`config.mk`:
```
export PLATFORM = sky130hd
export DESIGN_NAME = swd_host_transfer_engine_top
export DESIGN_NICKNAME = d
export VERILOG_FILES = /design/src/rtl/swd_pkg.sv /design/src/rtl/swd_host_transfer_engine_top.sv /design/src/rtl/swd_csr.sv /design/src/rtl/swd_core.sv
export SDC_FILE = /design/constraint.sdc
export NUM_CORES = 1
export LEC_CHECK = 0
export BUFFER_PORTS_ARGS = -buffer_cell sky130_fd_sc_hd__buf_2
export CORE_UTILIZATION = 52
export DETAILED_ROUTE_END_ITERATION = 6
export PLACE_DENSITY = 0.73
export SYNTH_ARGS = -nofsm -noshare
export SYNTH_HDL_FRONTEND = slang
export SYNTH_SLANG_ARGS = --single-unit
```
`constraint.sdc`:
```
create_clock -name clock -period 5.5 [get_ports clock]
set_clock_uncertainty 0.05 [all_clocks]
set_input_delay 1.1 -clock clock [delete_from_list [all_inputs] [get_ports clock]]
set_output_delay 1.1 -clock clock [all_outputs]
set_load 0.01 [all_outputs]
```
`src/rtl/swd_pkg.sv`:
```
// Shared types and constants for the serial wire debug host transfer engine.
package swd_pkg;

   localparam int DATA_BITS         = 32;
   localparam int RESET_HIGH_CLOCKS = 51;
   localparam int CNT_W             = 8;
   localparam int REQ_W             = 4;
   localparam int ACK_W             = 3;
   localparam int TURN_W            = 3;
   localparam int TRAIL_W           = 4;
   localparam int CSR_DATA_W        = 4;

   localparam logic [15:0] LINE_SEQ_A = 16'hE79E;
   localparam logic [15:0] LINE_SEQ_B = 16'h6DB7;

   localparam logic [TURN_W-1:0] TURN_MIN = 3'd1;
   localparam logic [TURN_W-1:0] TURN_MAX = 3'd4;

   localparam logic [TURN_W-1:0]  TURN_RESET  = 3'd1;
   localparam logic [TRAIL_W-1:0] TRAIL_RESET = 4'd3;

   // Configuration register indexes
   localparam logic CSR_TURNAROUND = 1'b0;
   localparam logic CSR_TRAILING   = 1'b1;

   typedef enum logic [2:0] {
      PH_IDLE,
      PH_REQ,
      PH_TURN,
      PH_ACK,
      PH_DATA,
      PH_DPAR,
      PH_TRAIL,
      PH_LRESET
   } phase_type;

   typedef struct packed {
      logic [TURN_W-1:0]  turn_cycles;   // already clamped to 1..4
      logic [TRAIL_W-1:0] trail_cycles;
   } swd_cfg_type;

   typedef struct packed {
      logic [DATA_BITS-1:0] read_word;
      logic                 parity_error;
      logic [ACK_W-1:0]     ack_code;
      logic                 done_res;
      logic                 busy_res;
      logic                 clock_pulse;
      logic                 pin_drive;
      logic                 pin_out;
   } swd_result_type;

endpackage

```
`src/rtl/swd_host_transfer_engine_top.sv`:
```
// Serial wire debug host transfer engine: one request item per serial clock period,
// one result item back for each. Every accepted item produces its result in the
// output register on the next clock, and a new item is taken every cycle as long
// as the result side keeps up; a held result stalls the request side only while
// the output register is full and not being taken. A transfer sends the request,
// turns the line around and reads the ack; a good read adds data, parity and the
// trailing count. A line reset drives high, sequence A, high, sequence B, high,
// then low. Configuration writes take effect on the next clock and should only be
// issued while no operation is running.
module swd_host_transfer_engine_top
   import swd_pkg::*;
#(
   parameter int RESET_HIGH = RESET_HIGH_CLOCKS
)(
   input  logic                  clock,
   input  logic                  reset,
   input  logic                  req_tvalid,
   output logic                  req_tready,
   input  logic [7:0]            req_tdata,  // start_req[0], request[4:1], pin_in[5], zero[7:6]
   input  logic                  req_tuser,  // mode[0]
   output logic                  rsp_tvalid,
   input  logic                  rsp_tready,
   output logic [39:0]           rsp_tdata,  // pin_out[0], pin_drive[1], clock_pulse[2],
                                             // busy_res[3], ack_code[6:4], parity_error[7],
                                             // read_word[39:8]
   output logic                  rsp_tlast,  // done_res
   input  logic                  csr_we,
   input  logic                  csr_index,
   input  logic [CSR_DATA_W-1:0] csr_wdata
);

   swd_cfg_type    cfg;
   swd_result_type result, res_ff;
   logic           rsp_valid_ff, rsp_valid_in;
   logic           step;

   swd_csr u_csr (
      .clock     (clock),
      .reset     (reset),
      .csr_we    (csr_we),
      .csr_index (csr_index),
      .csr_wdata (csr_wdata),
      .cfg       (cfg)
   );

   assign req_tready = !rsp_valid_ff || rsp_tready;
   assign step       = req_tvalid && req_tready;

   swd_core #(.RESET_HIGH(RESET_HIGH)) u_core (
      .clock     (clock),
      .reset     (reset),
      .step      (step),
      .start_req (req_tdata[0]),
      .mode      (req_tuser),
      .request   (req_tdata[4:1]),
      .pin_in    (req_tdata[5]),
      .cfg       (cfg),
      .result    (result)
   );

   // Output register: load on each transfer in, drop once taken
   assign rsp_valid_in = step || (rsp_valid_ff && !rsp_tready);

   always_ff @(posedge clock) begin
      if (reset) begin
         rsp_valid_ff <= 1'b0;
      end else begin
         rsp_valid_ff <= rsp_valid_in;
      end
   end

   always_ff @(posedge clock) begin
      if (step) begin
         res_ff <= result;
      end
   end

   assign rsp_tvalid = rsp_valid_ff;
   assign rsp_tlast  = res_ff.done_res;
   assign rsp_tdata  = {res_ff.read_word, res_ff.parity_error, res_ff.ack_code,
                        res_ff.busy_res, res_ff.clock_pulse, res_ff.pin_drive,
                        res_ff.pin_out};

endmodule

```
`src/rtl/swd_csr.sv`:
```
// Configuration registers: turnaround and trailing clock counts.
module swd_csr
   import swd_pkg::*;
(
   input  logic                  clock,
   input  logic                  reset,
   input  logic                  csr_we,
   input  logic                  csr_index,
   input  logic [CSR_DATA_W-1:0] csr_wdata,
   output swd_cfg_type           cfg
);

   logic [TURN_W-1:0]  turn_ff;
   logic [TRAIL_W-1:0] trail_ff;

   always_ff @(posedge clock) begin
      if (reset) begin
         turn_ff  <= TURN_RESET;
         trail_ff <= TRAIL_RESET;
      end else if (csr_we) begin
         unique case (csr_index)
            CSR_TURNAROUND: turn_ff  <= csr_wdata[TURN_W-1:0];
            CSR_TRAILING:   trail_ff <= csr_wdata[TRAIL_W-1:0];
            default: ;
         endcase
      end
   end

   // Clamp turnaround into its legal range
   always_comb begin
      if (turn_ff < TURN_MIN) cfg.turn_cycles = TURN_MIN;
      else if (turn_ff > TURN_MAX) cfg.turn_cycles = TURN_MAX;
      else cfg.turn_cycles = turn_ff;
      cfg.trail_cycles = trail_ff;
   end

endmodule

```
`src/rtl/swd_core.sv`:
```
// Per-period protocol sequencer: phase state, bit counter, shift and ack capture.
module swd_core
   import swd_pkg::*;
#(
   parameter int RESET_HIGH = RESET_HIGH_CLOCKS
)(
   input  logic             clock,
   input  logic             reset,
   input  logic             step,
   input  logic             start_req,
   input  logic             mode,
   input  logic [REQ_W-1:0] request,
   input  logic             pin_in,
   input  swd_cfg_type      cfg,
   output swd_result_type   result
);

   localparam logic [CNT_W-1:0] H       = CNT_W'(RESET_HIGH);
   localparam logic [CNT_W-1:0] SEQ_A_E = CNT_W'(RESET_HIGH + 16);
   localparam logic [CNT_W-1:0] HIGH2_E = CNT_W'(2 * RESET_HIGH + 16);
   localparam logic [CNT_W-1:0] SEQ_B_E = CNT_W'(2 * RESET_HIGH + 32);
   localparam logic [CNT_W-1:0] HIGH3_E = CNT_W'(3 * RESET_HIGH + 32);
   localparam logic [CNT_W-1:0] LR_LAST = CNT_W'(3 * RESET_HIGH + 47);
   localparam logic [CNT_W-1:0] DATA_N  = CNT_W'(DATA_BITS);

   phase_type            phase_ff, phase_in, cur_phase;
   logic [CNT_W-1:0]     cnt_ff, cnt_in, cur_cnt, cnt_inc;
   logic [DATA_BITS-1:0] shift_ff, shift_in, cur_shift;
   logic                 par_ff, par_in, cur_par;
   logic [ACK_W-1:0]     ack_ff, ack_in, cur_ack, ack_new;
   logic [REQ_W-1:0]     reqh_ff, reqh_in, cur_req;
   logic [3:0]           seq_ofs;
   logic                 lr_bit;

   always_ff @(posedge clock) begin
      if (reset) begin
         phase_ff <= PH_IDLE;
         cnt_ff   <= '0;
         shift_ff <= '0;
         par_ff   <= 1'b0;
         ack_ff   <= '0;
         reqh_ff  <= '0;
      end else if (step) begin
         phase_ff <= phase_in;
         cnt_ff   <= cnt_in;
         shift_ff <= shift_in;
         par_ff   <= par_in;
         ack_ff   <= ack_in;
         reqh_ff  <= reqh_in;
      end
   end

   // A start seen while idle loads fresh state and acts in the same period
   always_comb begin
      if (phase_ff == PH_IDLE && start_req) begin
         cur_phase = mode ? PH_LRESET : PH_REQ;
         cur_cnt   = '0;
         cur_shift = '0;
         cur_par   = 1'b0;
         cur_ack   = '0;
         cur_req   = request;
      end else begin
         cur_phase = phase_ff;
         cur_cnt   = cnt_ff;
         cur_shift = shift_ff;
         cur_par   = par_ff;
         cur_ack   = ack_ff;
         cur_req   = reqh_ff;
      end
   end

   assign cnt_inc = cur_cnt + CNT_W'(1);

   always_comb begin
      case (cur_cnt[1:0])
         2'd0:    ack_new = cur_ack | {2'b00, pin_in};
         2'd1:    ack_new = cur_ack | {1'b0, pin_in, 1'b0};
         2'd2:    ack_new = cur_ack | {pin_in, 2'b00};
         default: ack_new = cur_ack;
      endcase
   end

   // Line reset pattern: high, sequence A, high, sequence B, high, then low
   always_comb begin
      seq_ofs = '0;
      if (cur_cnt < H) begin
         lr_bit = 1'b1;
      end else if (cur_cnt < SEQ_A_E) begin
         seq_ofs = 4'(cur_cnt - H);
         lr_bit  = LINE_SEQ_A[seq_ofs];
      end else if (cur_cnt < HIGH2_E) begin
         lr_bit = 1'b1;
      end else if (cur_cnt < SEQ_B_E) begin
         seq_ofs = 4'(cur_cnt - HIGH2_E);
         lr_bit  = LINE_SEQ_B[seq_ofs];
      end else if (cur_cnt < HIGH3_E) begin
         lr_bit = 1'b1;
      end else begin
         lr_bit = 1'b0;
      end
   end

   always_comb begin
      phase_in = cur_phase;
      cnt_in   = cur_cnt;
      shift_in = cur_shift;
      par_in   = cur_par;
      ack_in   = cur_ack;
      reqh_in  = cur_req;
      result   = '0;
      result.busy_res    = (cur_phase != PH_IDLE);
      result.clock_pulse = (cur_phase != PH_IDLE);

      unique case (cur_phase)
         PH_REQ: begin
            result.pin_drive = 1'b1;
            case (cur_cnt[2:0])
               3'd0:    result.pin_out = 1'b1;
               3'd1:    result.pin_out = cur_req[0];
               3'd2:    result.pin_out = cur_req[1];
               3'd3:    result.pin_out = cur_req[2];
               3'd4:    result.pin_out = cur_req[3];
               3'd5:    result.pin_out = ^cur_req;
               3'd6:    result.pin_out = 1'b0;
               default: result.pin_out = 1'b1;
            endcase
            if (cur_cnt >= CNT_W'(7)) begin
               phase_in = PH_TURN;
               cnt_in   = '0;
            end else begin
               cnt_in = cnt_inc;
            end
         end
         PH_TURN: begin
            cnt_in = cnt_inc;
            if (cnt_inc >= CNT_W'(cfg.turn_cycles)) begin
               phase_in = PH_ACK;
               cnt_in   = '0;
            end
         end
         PH_ACK: begin
            ack_in = ack_new;
            if (cur_cnt >= CNT_W'(2)) begin
               cnt_in = '0;
               if (ack_new == ACK_W'(1) && cur_req[1]) begin
                  phase_in = PH_DATA;
                  shift_in = '0;
                  par_in   = 1'b0;
               end else begin
                  phase_in        = PH_IDLE;
                  result.done_res = 1'b1;
                  result.ack_code = ack_new;
               end
            end else begin
               cnt_in = cnt_inc;
            end
         end
         PH_DATA: begin
            shift_in = {pin_in, cur_shift[DATA_BITS-1:1]};
            par_in   = cur_par ^ pin_in;
            cnt_in   = cnt_inc;
            if (cnt_inc >= DATA_N) begin
               phase_in = PH_DPAR;
               cnt_in   = '0;
            end
         end
         PH_DPAR: begin
            if (cur_par ^ pin_in) begin
               phase_in            = PH_IDLE;
               result.done_res     = 1'b1;
               result.ack_code     = cur_ack;
               result.parity_error = 1'b1;
            end else if (cfg.trail_cycles == '0) begin
               phase_in         = PH_IDLE;
               result.done_res  = 1'b1;
               result.ack_code  = cur_ack;
               result.read_word = cur_shift;
            end else begin
               phase_in = PH_TRAIL;
               cnt_in   = '0;
            end
         end
         PH_TRAIL: begin
            cnt_in = cnt_inc;
            if (cnt_inc >= CNT_W'(cfg.trail_cycles)) begin
               phase_in         = PH_IDLE;
               cnt_in           = '0;
               result.done_res  = 1'b1;
               result.ack_code  = cur_ack;
               result.read_word = cur_shift;
            end
         end
         PH_LRESET: begin
            result.pin_drive = 1'b1;
            result.pin_out   = lr_bit;
            if (cur_cnt >= LR_LAST) begin
               phase_in        = PH_IDLE;
               cnt_in          = '0;
               result.done_res = 1'b1;
            end else begin
               cnt_in = cnt_inc;
            end
         end
         default: phase_in = PH_IDLE;
      endcase
   end

endmodule

```
# [After elaboration in Yosys (flattened, before gate mapping)]
# Memory sizes are Yosys's and may differ from the RTL's.
# Index checks and enable logic that the tools add are counted.
[op_classes] n_addsub=3 magnitude_cmp=15 eq_ne=16 mux=58 n_bitwise=5 reduce_logical=15
[ops] op="$mux W32" count=6
[ops] op="$pmux W32 S2" count=2
[ops] op="$mux W8" count=9
[ops] op="$pmux W8 S7" count=1
[ops] op="$mux W3" count=15
[ops] op="$mux W4" count=6
[ops] op="$eq A3 B3 Y1 const B" count=7
[ops] op="$pmux W3 S7" count=1
[ops] op="$pmux W3 S3" count=2
[ops] op="$lt A8 B7 Y1 const B" count=2
[ops] op="$lt A8 B8 Y1 const B" count=2
[ops] op="$eq A3 B2 Y1 const B" count=4
[ops] op="$mux W1" count=12
[ops] op="$lt A4 B5 Y1 const B" count=2
[ops] op="$eq A3 B1 Y1 const B" count=3
[ops] op="$add A8 B1 Y8 const B" count=1
[ops] op="$ge A8 B2 Y1 const B" count=1
[ops] op="$ge A8 B3 Y1" count=1
[ops] op="$ge A8 B3 Y1 const B" count=1
[ops] op="$ge A8 B4 Y1" count=1
[ops] op="$ge A8 B6 Y1 const B" count=1
[ops] op="$ge A8 B8 Y1 const B" count=1
[ops] op="$lt A8 B6 Y1 const B" count=1
[ops] op="$pmux W1 S6" count=1
[ops] op="other kinds (23)" count=29
[totals] register_bits=99 rom_bits=32 inputBits=19 memories=2
[memory_table] memory="(no name shown)" words=16 width=1 rd=1 rd_ports_with_merged_regs=0 write_ports=0 line_no="swd_core.sv:95" source="lr_bit = LINE_SEQ_B[seq_ofs];"
[memory_table] memory="(no name shown)" words=16 width=1 rd=1 rd_ports_with_merged_regs=0 write_ports=0 line_no="swd_core.sv:90" source="lr_bit = LINE_SEQ_A[seq_ofs];"

# [Depth between registers and ports, before layout]
[depth] word_depth=11 depth_mapped=13 mapped_depth_nobuf=10

# [Modules after synthesis]
# Synthesis repeated with hierarchy kept, for this count alone.
[unflattened] hier_cells=449 area_unflattened_um2=4739.5
[modules_own_cells] module="swd_core" n_inst=1 cells_each=371 area_each_um2=3150.5 seq_area_each_um2=1021.0
[modules_own_cells] module="swd_host_transfer_engine_top" n_inst=1 cells_each=46 area_each_um2=1286.2 seq_area_each_um2=1251.2
[modules_own_cells] module="swd_csr" n_inst=1 cells_each=32 area_each_um2=302.8 seq_area_each_um2=140.1

# [Worst setup path after synthesis]
# OpenSTA, ideal clock, no wires.
[synth_timing] path_kind="in2reg" start="input port req_tdata[0]" end="register res_ff, in the netlist rsp_tdata[10] (data pin)" setup_ps=257 t_arrival_ps=3455 setup_slack_ps=1738 path_stages=13 cell_sequence="or4b_1 > clkbuf_1 > clkbuf_1 > o21a_1 > ha_1 > a21boi_0 > o21ai_0 > o311ai_0 > o21ai_1 > nand2_1 > a22oi_1 > buf_2 > nor2b_1"
[synth_lines] element="from (decl)" line_no="swd_host_transfer_engine_top.sv:19" source="input logic [7:0] req_tdata,"
[synth_lines] element="to (signal assigned)" line_no="swd_host_transfer_engine_top.sv:74" source="res_ff <= result;"
[synth_lines] element="to (decl)" line_no="swd_host_transfer_engine_top.sv:33" source="swd_result_type result, res_ff;"

==> impl_results.md <==
- Core ar.: approximately 8300 um^2
- EDFF count, synth: 40
- Die X: 95.3 um
- Drt total wl: a little under 10 mm
- Grt ovf: 0
- CP startpoint kind: primary input
- Worst slew pin tran: 1.24 ns
- Final TNS setup: 0 ns
- Fin crit period: 3.92 ns
- Cells after synthesis: 447
- Drt initial violations: 224
- Worst slew margin: 0.173
- Worst reg2reg path depth: 10
- TritonCTS Buffers: 9
- FF-to-FF Start: u_core.phase_ff[2]
- Seq/Total Area, Yosys: 0.526
- Hold Fails Final Rpt: 0
- CP Capture Type: register
- CP max FO: 32
- Routed vias/inst: 5.98
- Crit path required time: about 5.6 ns
- CP arrival: 4.00 ns
- Dpl hpwl: about 6.5 mm
- Max Cap Viol: 0
- Later-pin clock latency in the skew report: 0.38 ns
- Synth warn: 0
- Hold-fix buffers, CTS: 0
- Drt first pass iters: 5
- Hold_sp: u_core.shift_ff[0]
- VDD IR max: 0.147 mV
- Mapped Area: 4530 um^2
- Most frequent cells in the layout: buf_2 (59), dfxtp_1 (59), edfxtp_1 (40)
- Post-synth cell types: 57
- Total Power: 1460 uW
- Max clock buf depth: 2
- Tot GR Track Use: 0.223
- Asr flop ratio synth: 0
- Vias: around 3600
- Final Wtd Congestion: 0.950
- FMAX: 255 MHz
- Mean routed wirelength per cell: 16.1 um
- Slew Viols, Final: 0
- TritonCTS clock tree: yes
- P_leak: ~0.0019 uW
- Initial antenna violation count: 0
- Initial Util: 0.543
- Hold Path End: u_core.shift_ff[0]
- Power per standard cell area: roughly 290 nW/um^2
- Layout cell share with drive strength beyond 1: 0.188
- Post-CTS Setup Inserts: 0
- DIE AREA: 9080 um^2
- CTS Sinks: 99
- Top Ports: a little over 60
- Vias in the first global route: 3185
- Period utilization: 0.714
- Hold Path Cell Cnt: 1
- Number of I/O port buffers: 59
- RSZ-0062 raised after global routing: false
- Status: completed
- Syn avg cell area: 10.1 um^2
- Global-route wire length before repair: 15.5 mm
- Reg-to-reg endpoint: rsp_tdata[33]
- Reg clk slew, reported paths: between 0.1 and 0.15 ns
- Placement Rows: 33
- Setup-failing EPs final: 0
- Layout area overhead: 12.0%
- Antenna Cells: 0
- Worst Hold Class: register to register
- Antenna-violating nets left: 0
- Setup slack, reg-to-reg: between 1.5 and 2 ns
- DRC errors left: 0
- Pin count of the biggest net entering global routing: 51
- PostCTS Resize Cnt: 0
- Clock root cell: clkbuf_8
- Synth Flop Type: dfxtp_1
- Critical path type: primary input to register
- Die Ht: ~95 um
- Yosys reg bits: 99
- H-Tree Depth: 3
- NumNets Final: 516
- Syn_nets: ~470
## how the worst max path moves through the flow
stage,startpoint,endpoint,depth (start not counted)
global placement,req_tdata[0],rsp_tdata[29],11
finish,req_tdata[0],rsp_tdata[33],11
detailed placement,req_tdata[0],rsp_tdata[33],11
CTS,req_tdata[0],rsp_tdata[33],11
global route,req_tdata[0],rsp_tdata[4],11
floorplan,req_tdata[0],rsp_tdata[10],13
## layer usage
| layer | track usage | up-vias | wire length, um |
|---|---|---|---|
| li1 | - | 1738 | - |
| met1 | 0.311 | 1712 | 4460 |
| met2 | 0.343 | 126 | 4470 |
| met3 | 0.0375 | 17 | 580 |
| met4 | 0.0884 | 0 | 166 |
| met5 | 0 | - | 0 |
## synthesized netlist by cell type (2+ instances only)
master / n / share of area
nor2_1: 34 / 0.028
a211o_1: 5 / 0.0097
xor2_1: 5 / 0.0097
a41oi_1: 3 / 0.0058
edfxtp_1: 40 / 0.27
or3_1: 4 / 0.0055
o21ai_0: 16 / 0.018
a221oi_1: 4 / 0.0077
xnor2_1: 3 / 0.0058
a22oi_1: 4 / 0.0066
nor2b_1: 39 / 0.054
o311ai_0: 2 / 0.0039
nor4_1: 3 / 0.0041
nand3_1: 10 / 0.011
nand2_1: 39 / 0.032
o21a_1: 2 / 0.0033
o31ai_1: 4 / 0.0066
o41ai_2: 3 / 0.011
and3_1: 4 / 0.0055
ha_1: 6 / 0.017
buf_2: 7 / 0.0077
a22o_1: 32 / 0.062
a21bo_2: 2 / 0.0044
o21bai_1: 2 / 0.0033
nor3_1: 9 / 0.0099
nand4_1: 4 / 0.0055
inv_1: 14 / 0.012
a32o_1: 2 / 0.0044
o21ai_1: 2 / 0.0022
a311oi_1: 2 / 0.0039
a31oi_1: 7 / 0.0097
buf_1: 3 / 0.0025
clkbuf_1: 19 / 0.016
nand2b_1: 4 / 0.0055
dfxtp_1: 59 / 0.26
a21oi_1: 27 / 0.030
mux2i_1: 2 / 0.0044
## final cells by class
| class | instances | area, um^2 |
|---|---|---|
| Sequential cell | 99 | 2380 |
| Clock inverter | 7 | 86.3 |
| Inverter | 14 | 52.6 |
| Timing Repair Buffer | 64 | 333 |
| Multi-Input combinational cell | 303 | 1960 |
| Clock buffer | 9 | 124 |
| Tap cell | 105 | 131 |
| Fill cell | 714 | 3270 |
## state kept, by name, indices dropped and copies added, names as in the netlist
signal	count
rsp_tdata	39
rsp_tlast	1
rsp_tvalid	1
u_core.ack_ff	3
u_core.cnt_ff	8
u_core.par_ff	1
u_core.phase_ff	3
u_core.reqh_ff	4
u_core.shift_ff	32
u_csr.trail_ff	4
u_csr.turn_ff	3
## per-stage QoR
step | hold slack, ns | std cells | util | area [um^2] | setup WS (ns)
3_3_place_gp | 0.401 | 585 | 0.583 | 4860 | 1.30
2_1_floorplan | 0.385 | 447 | - | 4530 | 1.74
4_1_cts | 0.431 | 601 | 0.608 | 5070 | 1.62
5_1_grt | 0.463 | 601 | 0.608 | 5070 | 1.42
6_report | 0.427 | 601 | 0.608 | 5070 | 1.58
3_5_place_dp | 0.403 | 585 | 0.583 | 4860 | 1.21
## report_power, final
part / switching (uW) / total, uW / internal, uW
sequential: 16.2 / 803 / 786
combinational: 114 / 180 / 65.3
clock: 292 / 478 / 186
## cell families after synthesis
kind of cell             synth area share
AO/OA/AOI/OAI                       0.215
flip-flops                          0.526
AND/OR/NAND/NOR                     0.181
buffers and inverters              0.0417
adder cells (fa/ha/maj)            0.0166
XOR/XNOR                           0.0155
multiplexers                      0.00442
## critical path: stages
cell	delay (ns)
buf_2	0.11
or4b_1	0.78
o21a_1	0.26
ha_1	0.28
o21ai_0	0.27
o31ai_1	0.13
o21ai_1	0.32
nand2_1	0.12
a22oi_2	0.16
buf_4	0.34
nor2b_1	0.11
Power figures use the tool's default switching activity.
